--- src/design/accel_motion_detector_core_assert.svh ---
// Assertion macros for the motion detector core.
`ifndef ACCEL_MOTION_DETECTOR_CORE_ASSERT_SVH
`define ACCEL_MOTION_DETECTOR_CORE_ASSERT_SVH
`ifndef ASSERT_OFF
// Same-cycle implication, disabled in reset.
`define AMD_ASSERT_IMPLY(label, clk, rst_n, ante, cons) \
    label: assert property (@(posedge clk) disable iff (!rst_n) (ante) |-> (cons)) \
        else $error("motion detector assertion failed");
// Next-cycle implication, disabled in reset.
`define AMD_ASSERT_NEXT(label, clk, rst_n, ante, cons) \
    label: assert property (@(posedge clk) disable iff (!rst_n) (ante) |=> (cons)) \
        else $error("motion detector assertion failed");
`else
`define AMD_ASSERT_IMPLY(label, clk, rst_n, ante, cons)
`define AMD_ASSERT_NEXT(label, clk, rst_n, ante, cons)
`endif
`endif

--- src/design/amd_pkg.sv ---
// Shared constants for the accelerometer motion detector.
package amd_pkg;
    localparam int WIN_DEPTH_DEF = 8;
    localparam int FRAC_BITS_DEF = 8;
    localparam int MAG_W         = 25;
    localparam int GZ_RST_LSB    = 16390;

    localparam logic [1:0] REQ_SAMPLE  = 2'd0;
    localparam logic [1:0] REQ_FAIL    = 2'd1;
    localparam logic [1:0] REQ_RESTART = 2'd2;

    localparam logic [1:0] CFG_THRESH = 2'd0;
    localparam logic [1:0] CFG_BASE   = 2'd1;
    localparam logic [1:0] CFG_ZERO   = 2'd2;

    localparam logic [MAG_W-1:0] THR_RST  = 25'd209664;
    localparam logic [7:0]       BASE_RST = 8'd50;
    localparam logic [7:0]       ZERO_RST = 8'd5;
    localparam logic [8:0]       LP_DIV   = 9'd50;
endpackage

--- src/design/accel_motion_detector_core.sv ---
// Accelerometer motion detector core: gravity tracking, deviation magnitude, windowed mean.
// One transaction in, one status transaction out. Input is taken only in idle; the
// core then runs one shared restoring divider (one bit a cycle) and a bit-pair square
// root. Restart, read-failure, offline and all-zero transactions go straight from
// idle to the output state. A baseline sample runs three gravity divisions; a
// tracking sample runs three gravity divisions, three squares, the root and the
// window-mean division. The result is held on the output until taken; the next
// input is accepted after that.
// Window contents are not cleared on restart; only entries written since restart
// are read.
module accel_motion_detector_core #(
    parameter int WIN_DEPTH = amd_pkg::WIN_DEPTH_DEF,
    parameter int FRAC_BITS = amd_pkg::FRAC_BITS_DEF
) (
    input  logic        i_clk,
    input  logic        i_rst_n,
    input  logic        i_cfg_we,
    input  logic [1:0]  i_cfg_addr,
    input  logic [24:0] i_cfg_data,
    input  logic        s_axis_tvalid,
    output logic        s_axis_tready,
    input  logic [47:0] s_axis_tdata,  // accel_x, accel_y, accel_z
    input  logic [1:0]  s_axis_tuser,  // req_type
    output logic        m_axis_tvalid,
    input  logic        m_axis_tready,
    output logic [31:0] m_axis_tdata,  // motion_level, zero fill
    output logic [2:0]  m_axis_tuser   // moving, baseline_ready, offline
);
    localparam int MW = amd_pkg::MAG_W;
    localparam int PW = (WIN_DEPTH > 1) ? $clog2(WIN_DEPTH) : 1;
    localparam int TW = $clog2(WIN_DEPTH + 1);
    localparam int SW = MW + TW;
    localparam int DW = 34;

    localparam logic [3:0] ST_IDLE = 4'd0;
    localparam logic [3:0] ST_DSET = 4'd1;
    localparam logic [3:0] ST_DIV  = 4'd2;
    localparam logic [3:0] ST_GUPD = 4'd3;
    localparam logic [3:0] ST_SQ   = 4'd4;
    localparam logic [3:0] ST_ACC  = 4'd5;
    localparam logic [3:0] ST_SQRT = 4'd6;
    localparam logic [3:0] ST_WIN  = 4'd7;
    localparam logic [3:0] ST_MEAN = 4'd8;
    localparam logic [3:0] ST_OUT  = 4'd9;

    logic [3:0]           r_state;
    logic [MW-1:0]        r_thr;
    logic [7:0]           r_base;
    logic [7:0]           r_zmax;
    logic signed [31:0]   r_grav [3];
    logic [7:0]           r_bcnt;
    logic                 r_done;
    logic [PW-1:0]        r_pos;
    logic                 r_filled;
    logic [7:0]           r_zrun;
    logic                 r_offline;
    logic [MW-1:0]        r_level;
    logic                 r_moving;
    logic [SW-1:0]        r_sum;

    logic [15:0]          r_ax [3];
    logic [1:0]           r_axis;
    logic [DW-1:0]        r_dvd;
    logic [8:0]           r_rem;
    logic [8:0]           r_dsr;
    logic [5:0]           r_cnt;
    logic                 r_neg;
    logic                 r_mean;
    logic [2*MW-1:0]      r_sq;
    logic [51:0]          r_acc;
    logic [51:0]          r_rad;
    logic [51:0]          r_root;
    logic [51:0]          r_bitv;

    logic                 w_in_acc;
    logic [1:0]           w_req;
    logic                 w_zero;
    logic                 w_work;
    logic [7:0]           w_zrun;
    logic signed [32:0]   w_fa;
    logic signed [32:0]   w_dev;
    logic [32:0]          w_abs;
    logic [MW-1:0]        w_sat;
    logic [8:0]           w_ddiv;
    logic [9:0]           w_t;
    logic [9:0]           w_tsub;
    logic                 w_ge;
    logic [DW-1:0]        w_q;
    logic [51:0]          w_trial;
    logic [MW-1:0]        w_mag;
    logic [MW-1:0]        w_old;
    logic [PW-1:0]        n_pos;
    logic                 n_filled;
    logic [TW-1:0]        w_total;
    logic [SW-1:0]        n_sum;
    logic [7:0]           n_bcnt;

    assign w_in_acc = s_axis_tvalid && s_axis_tready;
    assign w_req    = s_axis_tuser;
    assign w_zero   = (s_axis_tdata == 48'd0);
    assign w_zrun   = (r_zrun != 8'hFF) ? r_zrun + 8'd1 : r_zrun;
    // only an online non-zero sample needs the arithmetic sequence
    assign w_work   = (w_req == amd_pkg::REQ_SAMPLE) && !r_offline && !w_zero;

    assign w_fa  = {{(17 - FRAC_BITS){r_ax[r_axis][15]}}, r_ax[r_axis], {FRAC_BITS{1'b0}}};
    assign w_dev = w_fa - {r_grav[r_axis][31], r_grav[r_axis]};
    assign w_abs = w_dev[32] ? 33'(-w_dev) : 33'(w_dev);
    assign w_sat = (|w_abs[32:MW]) ? {MW{1'b1}} : w_abs[MW-1:0];
    assign w_ddiv = r_done ? amd_pkg::LP_DIV : {1'b0, r_bcnt} + 9'd1;

    // restoring divider step
    assign w_t    = {r_rem, r_dvd[DW-1]};
    assign w_tsub = w_t - {1'b0, r_dsr};
    assign w_ge   = (w_t >= {1'b0, r_dsr});
    assign w_q    = r_neg ? DW'(-r_dvd) : r_dvd;

    assign w_trial = r_root + r_bitv;
    assign w_mag   = (|r_root[51:MW]) ? {MW{1'b1}} : r_root[MW-1:0];

    assign n_pos    = (r_pos == PW'(WIN_DEPTH - 1)) ? '0 : r_pos + PW'(1);
    assign n_filled = r_filled || (n_pos == '0);
    assign w_total  = n_filled ? TW'(WIN_DEPTH) : TW'(n_pos);
    assign n_sum    = r_sum + SW'(w_mag) - (r_filled ? SW'(w_old) : SW'(0));
    assign n_bcnt   = (r_bcnt != 8'hFF) ? r_bcnt + 8'd1 : r_bcnt;

    amd_ram #(.WIDTH(MW), .DEPTH(WIN_DEPTH)) u_win (
        .i_clk   (i_clk),
        .i_we    (r_state == ST_WIN),
        .i_waddr (r_pos),
        .i_wdata (w_mag),
        .i_raddr (r_pos),
        .o_rdata (w_old)
    );

    // control state
    always_ff @(posedge i_clk) begin
        if (!i_rst_n) begin
            r_state   <= ST_IDLE;
            r_thr     <= amd_pkg::THR_RST;
            r_base    <= amd_pkg::BASE_RST;
            r_zmax    <= amd_pkg::ZERO_RST;
            r_grav[0] <= '0;
            r_grav[1] <= '0;
            r_grav[2] <= 32'(amd_pkg::GZ_RST_LSB * (1 << FRAC_BITS));
            r_bcnt    <= '0;
            r_done    <= 1'b0;
            r_pos     <= '0;
            r_filled  <= 1'b0;
            r_zrun    <= '0;
            r_offline <= 1'b0;
            r_level   <= '0;
            r_moving  <= 1'b0;
            r_sum     <= '0;
        end else begin
            if (i_cfg_we) begin
                unique case (i_cfg_addr)
                    amd_pkg::CFG_THRESH: r_thr  <= i_cfg_data;
                    amd_pkg::CFG_BASE:   r_base <= i_cfg_data[7:0];
                    amd_pkg::CFG_ZERO:   r_zmax <= i_cfg_data[7:0];
                    default: ;
                endcase
            end
            unique case (r_state)
                ST_IDLE: begin
                    if (w_in_acc) begin
                        r_state <= w_work ? ST_DSET : ST_OUT;
                        if (w_req == amd_pkg::REQ_RESTART) begin
                            r_zrun    <= '0;
                            r_done    <= 1'b0;
                            r_bcnt    <= '0;
                            r_pos     <= '0;
                            r_filled  <= 1'b0;
                            r_sum     <= '0;
                            r_level   <= '0;
                            r_moving  <= 1'b0;
                            r_offline <= 1'b0;
                            r_grav[0] <= '0;
                            r_grav[1] <= '0;
                            r_grav[2] <= 32'(amd_pkg::GZ_RST_LSB * (1 << FRAC_BITS));
                        end else if (!r_offline) begin
                            if (w_req == amd_pkg::REQ_FAIL) begin
                                r_offline <= 1'b1;
                                r_level   <= '0;
                                r_moving  <= 1'b0;
                                r_done    <= 1'b0;
                            end else if (w_req == amd_pkg::REQ_SAMPLE) begin
                                if (w_zero) begin
                                    r_zrun <= w_zrun;
                                    if (w_zrun >= r_zmax) begin
                                        r_offline <= 1'b1;
                                        r_level   <= '0;
                                        r_moving  <= 1'b0;
                                        r_done    <= 1'b0;
                                    end
                                end else begin
                                    r_zrun <= '0;
                                end
                            end
                        end
                    end
                end
                ST_DSET: r_state <= ST_DIV;
                ST_DIV: begin
                    if (r_cnt == 6'd0) begin
                        r_state <= r_mean ? ST_MEAN : ST_GUPD;
                    end
                end
                ST_GUPD: begin
                    r_grav[r_axis] <= r_grav[r_axis] + signed'(w_q[31:0]);
                    if (r_axis != 2'd2) begin
                        r_state <= ST_DSET;
                    end else if (!r_done) begin
                        r_bcnt  <= n_bcnt;
                        r_done  <= (n_bcnt >= r_base);
                        r_state <= ST_OUT;
                    end else begin
                        r_state <= ST_SQ;
                    end
                end
                ST_SQ:  r_state <= ST_ACC;
                ST_ACC: r_state <= (r_axis == 2'd2) ? ST_SQRT : ST_SQ;
                ST_SQRT: begin
                    if (r_bitv[0]) begin
                        r_state <= ST_WIN;
                    end
                end
                ST_WIN: begin
                    r_sum    <= n_sum;
                    r_pos    <= n_pos;
                    r_filled <= n_filled;
                    r_state  <= ST_DIV;
                end
                ST_MEAN: begin
                    r_level  <= r_dvd[MW-1:0];
                    r_moving <= (r_dvd[MW-1:0] >= r_thr);
                    r_state  <= ST_OUT;
                end
                ST_OUT: begin
                    if (m_axis_tready) begin
                        r_state <= ST_IDLE;
                    end
                end
                default: r_state <= ST_IDLE;
            endcase
        end
    end

    // datapath: divider, squarer, root
    always_ff @(posedge i_clk) begin
        unique case (r_state)
            ST_IDLE: begin
                r_ax[0] <= s_axis_tdata[15:0];
                r_ax[1] <= s_axis_tdata[31:16];
                r_ax[2] <= s_axis_tdata[47:32];
                r_axis  <= 2'd0;
                r_mean  <= 1'b0;
            end
            ST_DSET: begin
                r_neg <= w_dev[32];
                r_dvd <= {1'b0, w_abs} + DW'(w_ddiv[8:1]);
                r_dsr <= w_ddiv;
                r_rem <= '0;
                r_cnt <= 6'(DW - 1);
            end
            ST_DIV: begin
                r_rem <= w_ge ? w_tsub[8:0] : w_t[8:0];
                r_dvd <= {r_dvd[DW-2:0], w_ge};
                r_cnt <= r_cnt - 6'd1;
            end
            ST_GUPD: begin
                r_axis <= (r_axis == 2'd2) ? 2'd0 : r_axis + 2'd1;
                r_acc  <= '0;
            end
            ST_SQ: r_sq <= w_sat * w_sat;
            ST_ACC: begin
                // hold the running sum; the last axis seeds the root
                r_acc  <= r_acc + 52'(r_sq);
                r_rad  <= r_acc + 52'(r_sq);
                r_root <= '0;
                r_bitv <= 52'd1 << 50;
                r_axis <= r_axis + 2'd1;
            end
            ST_SQRT: begin
                if (r_rad >= w_trial) begin
                    r_rad  <= r_rad - w_trial;
                    r_root <= (r_root >> 1) + r_bitv;
                end else begin
                    r_root <= r_root >> 1;
                end
                r_bitv <= r_bitv >> 2;
            end
            ST_WIN: begin
                r_neg  <= 1'b0;
                r_mean <= 1'b1;
                r_dvd  <= DW'(n_sum);
                r_dsr  <= 9'(w_total);
                r_rem  <= '0;
                r_cnt  <= 6'(DW - 1);
            end
            default: ;
        endcase
    end

    assign s_axis_tready = (r_state == ST_IDLE);
    assign m_axis_tvalid = (r_state == ST_OUT);
    assign m_axis_tdata  = {{(32 - MW){1'b0}}, r_level};
    assign m_axis_tuser  = {r_offline, r_done, r_moving};

`include "accel_motion_detector_core_assert.svh"

    `AMD_ASSERT_IMPLY(a_moving_online, i_clk, i_rst_n, r_moving, !r_offline)
    `AMD_ASSERT_IMPLY(a_level_needs_base, i_clk, i_rst_n, r_level != '0, r_done)
    `AMD_ASSERT_IMPLY(a_no_overlap, i_clk, i_rst_n, m_axis_tvalid, !s_axis_tready)
    `AMD_ASSERT_NEXT(a_restart_out, i_clk, i_rst_n,
        w_in_acc && (w_req == amd_pkg::REQ_RESTART), m_axis_tvalid && !r_offline)
endmodule

--- src/design/amd_ram.sv ---
// Generic single-write, single-read RAM with registered read data.
module amd_ram #(
    parameter int WIDTH = 25,
    parameter int DEPTH = 8,
    localparam int AW = (DEPTH > 1) ? $clog2(DEPTH) : 1
) (
    input  logic             i_clk,
    input  logic             i_we,
    input  logic [AW-1:0]    i_waddr,
    input  logic [WIDTH-1:0] i_wdata,
    input  logic [AW-1:0]    i_raddr,
    output logic [WIDTH-1:0] o_rdata
);
    logic [WIDTH-1:0] r_mem [DEPTH];
    logic [WIDTH-1:0] r_rdata;

    always_ff @(posedge i_clk) begin
        if (i_we) begin
            r_mem[i_waddr] <= i_wdata;
        end
        r_rdata <= r_mem[i_raddr];
    end

    assign o_rdata = r_rdata;
endmodule

--- config.mk ---
export PLATFORM = sky130hd
export DESIGN_NAME = accel_motion_detector_core
export DESIGN_NICKNAME = d
export VERILOG_FILES = /design/src/design/amd_pkg.sv /design/src/design/accel_motion_detector_core.sv /design/src/design/amd_ram.sv
export VERILOG_INCLUDE_DIRS = /design/src /design/src/design
export SDC_FILE = /design/constraint.sdc
export NUM_CORES = 2
export LEC_CHECK = 0
export BUFFER_PORTS_ARGS = -buffer_cell sky130_fd_sc_hd__buf_2
export CAP_MARGIN = 20
export CELL_PAD_IN_SITES_DETAIL_PLACEMENT = 2
export CELL_PAD_IN_SITES_GLOBAL_PLACEMENT = 2
export CORE_AREA = 2 2 427 429
export CTS_BUF_LIST = sky130_fd_sc_hd__clkbuf_8
export DETAILED_ROUTE_END_ITERATION = 10
export DIE_AREA = 0 0 429 431
export GPL_TIMING_DRIVEN = 0
export PLACE_DENSITY = 0.83
export SYNTH_ARGS = -nofsm -noshare
export SYNTH_HDL_FRONTEND = slang
export SYNTH_SLANG_ARGS = --single-unit
--- constraint.sdc ---
create_clock -name i_clk -period 13.59 [get_ports i_clk]
set_input_delay 2.0385 -clock i_clk [delete_from_list [all_inputs] [get_ports i_clk]]
set_output_delay 2.0385 -clock i_clk [all_outputs]
set_load 0.05 [all_outputs]
==> run metrics <==
Max-slew headroom=0.199; Min-Delay Path Depth=2; Post-Route WL=270000 um; post-route ant nets=0; Post-Syn Area=66200 um2; CTS buffer count=147; minimum clock period=13.40 ns; clock skew=0.0877 ns; commonest non-fill, non-tap cell in the layout=inv_1; Placed Area=70500 um2; Main synth FF type=edfxtp_1; post-synthesis cell type count=99; fin. max-slew vios=0; GRT Util Overall=0.287; P&R area growth vs syn=12.1%; share of post-route cells with drive strength above 1=0.0991; initial antenna violation count=9; WL/cell=28.5 um; first-pass GRT wire length=403000 um; Data required, critical path=14.30 ns; CP max stage delay=0.66 ns; CP max-delay cell=a2111o_2; final hold viol count=0; Crit Path Class=reg -> reg; status=finished clean; clk root buf=clkbuf_8; Die Area=185000 um2; CP Launch Type=register; HPWL after DPL=206000 um; fillcell total=19059; die height=431 um; multi-input logic area=39300 um2; Synth Register Bits=818; Ports=119; RSZ-0062 raised after global routing=true; CTS Sinks=818; HP Start=r_thr[21]; fin nets=8043; commonest cells after routing, fill and taps aside=895 x inv_1, 669 x edfxtp_1, 494 x fa_1; reg2reg end=r_sq[49]; type of the worst min-delay path=reg -> reg; Post-synth EDFFs=669; Core ar.=180000 um2; Synth async-reset ratio=0; Worst Hold Path EP=r_thr[21]; hold buffers post-CTS=0; Cells after Synth=6641; die width=429 um; CTS max path bufs=3; crit-path max FO=10; period utilization=0.986; DRT iter0 DRCs=4227; GP Congestion=0.943; Syn Area/Cell=9.97 um2; via total after detailed routing=55553; grt ovf=0; Setup-failing EPs final=0; CP endpoint kind=register; FP Rows=156; Max Fclk=0.0746 GHz; htree depth=4; Synthesis Warnings=0; Worst-path clk slew=0.06 ns; Post-route DRC=0; Sequential Area=23100 um2; Arr. time, crit path=14.12 ns; CTS tree=yes; Initial DRT Pass Iterations=6; Initial Utilization=0.368; Max-Cap Viols=0; register area share after synthesis=0.348; slew of the pin with the lowest slew margin=1.20 ns; r2r worst-path depth=49; largest net degree at the start of global routing=40; fin area=74300 um2; vias in the first global route=62477; Via density=5.87; worst reg-to-reg setup slack=0.19 ns; I/O Buffers=111; worst-skew pair later-pin latency=0.96 ns
-- layer usage --
layer	part of all wire	routed length, um	up-vias	global-route usage
met5	0.000048	13	-	0
li1	-	-	23804	-
met4	0.050	13600	2	0.135
met2	0.50	134000	2130	0.499
met3	0.059	15900	713	0.0459
met1	0.40	107000	28904	0.347
-- cell type report --
type	count	area share
buffer	278	0.0175
tap	2370	0.0399
antenna	1	0.0000337
clock inverter	109	0.0104
multi-input combinational	4671	0.529
sequential	818	0.311
clock buffer	161	0.0298
inverter	875	0.0442
timing repair buffer	182	0.0182
-- critical path: cells and delay by family, from the launching register on --
| kind | cells | cell delay [ns] |
|---|---|---|
| buf+inv | 15 | 2.47 |
| fa+ha+maj | 9 | 3.94 |
| mux | 1 | 0.43 |
| flops | 1 | 0.36 |
| xor+xnor | 1 | 0.10 |
| compound gates | 12 | 3.33 |
| simple gates | 11 | 2.54 |
-- synthesized netlist by cell type, types with 45 or more instances --
cell	instances	share of area
a31oi_1	57	0.0054
o211ai_1	58	0.0066
edfxtp_1	669	0.30
or3_1	66	0.0062
inv_1	846	0.048
nand3_1	70	0.0053
o21ai_1	82	0.0062
dfxtp_1	149	0.045
a211oi_1	46	0.0052
nand4_1	87	0.0082
fa_1	495	0.15
a21oi_1	473	0.036
mux2i_1	45	0.0068
ha_1	493	0.093
nor2b_1	68	0.0064
nor2_1	463	0.026
nor3_1	81	0.0061
xnor2_1	252	0.033
and2_1	50	0.0047
a21o_1	142	0.016
xor2_1	167	0.022
nand2b_1	45	0.0043
nand2_1	478	0.027
a22oi_1	145	0.016
clkbuf_1	232	0.013
o21ai_0	288	0.022
-- metrics by stage --
step	std cells	util	TNS, ns	setup slack, ns	hold slack (ns)
3_5_place_dp	9168	0.391	-45.19	-2.76	0.454
4_1_cts	9449	0.410	0	0.0138	0.464
6_report	9465	0.412	0	0.185	0.465
5_1_grt	9465	0.412	-0.455	-0.204	0.492
2_1_floorplan	6647	-	0	0.801	0.436
3_3_place_gp	9128	0.387	-72.65	-2.34	0.444
-- flip-flops by register name, indices dropped and copies added, names as in the netlist, 25 cells and up, named ones only --
name and flops:
r_sum 29, u_win.r_mem 200, r_acc 52, r_bitv 26
r_thr 25, r_root 52, r_dvd 34, r_rad 52
r_sq 49, r_ax 48, r_level 25, u_win.o_rdata 25
r_grav 128
-- what timing repair did --
action,CTS,global route
buffers inserted,14,14
gates resized for setup,106,78
pin swaps,10,17
setup endpoints to repair,34,18
-- worst max path at each step --
stage / from / cells after the start / end
global placement: register / 48 / r_sq[49]
global route: register / 47 / r_sq[49]
finish: register / 49 / r_sq[49]
detailed placement: register / 49 / r_sq[49]
CTS: register / 50 / r_sq[49]
floorplan: register / 50 / r_sq[49]
-- kinds of logic after synthesis --
logic type | after synthesis | synth area share
other | 1 | 0.0000566
XOR/XNOR | 425 | 0.0569
flip-flops | 818 | 0.348
AND/OR/NAND/NOR | 1594 | 0.115
AO/OA/AOI/OAI | 1577 | 0.151
multiplexers | 80 | 0.0180
buffers and inverters | 1158 | 0.0673
adder cells (fa/ha/maj) | 988 | 0.243
Power is left out: the tool's default activity adds up to more than one toggle a clock period on the data nets, which glitch-free logic cannot reach.
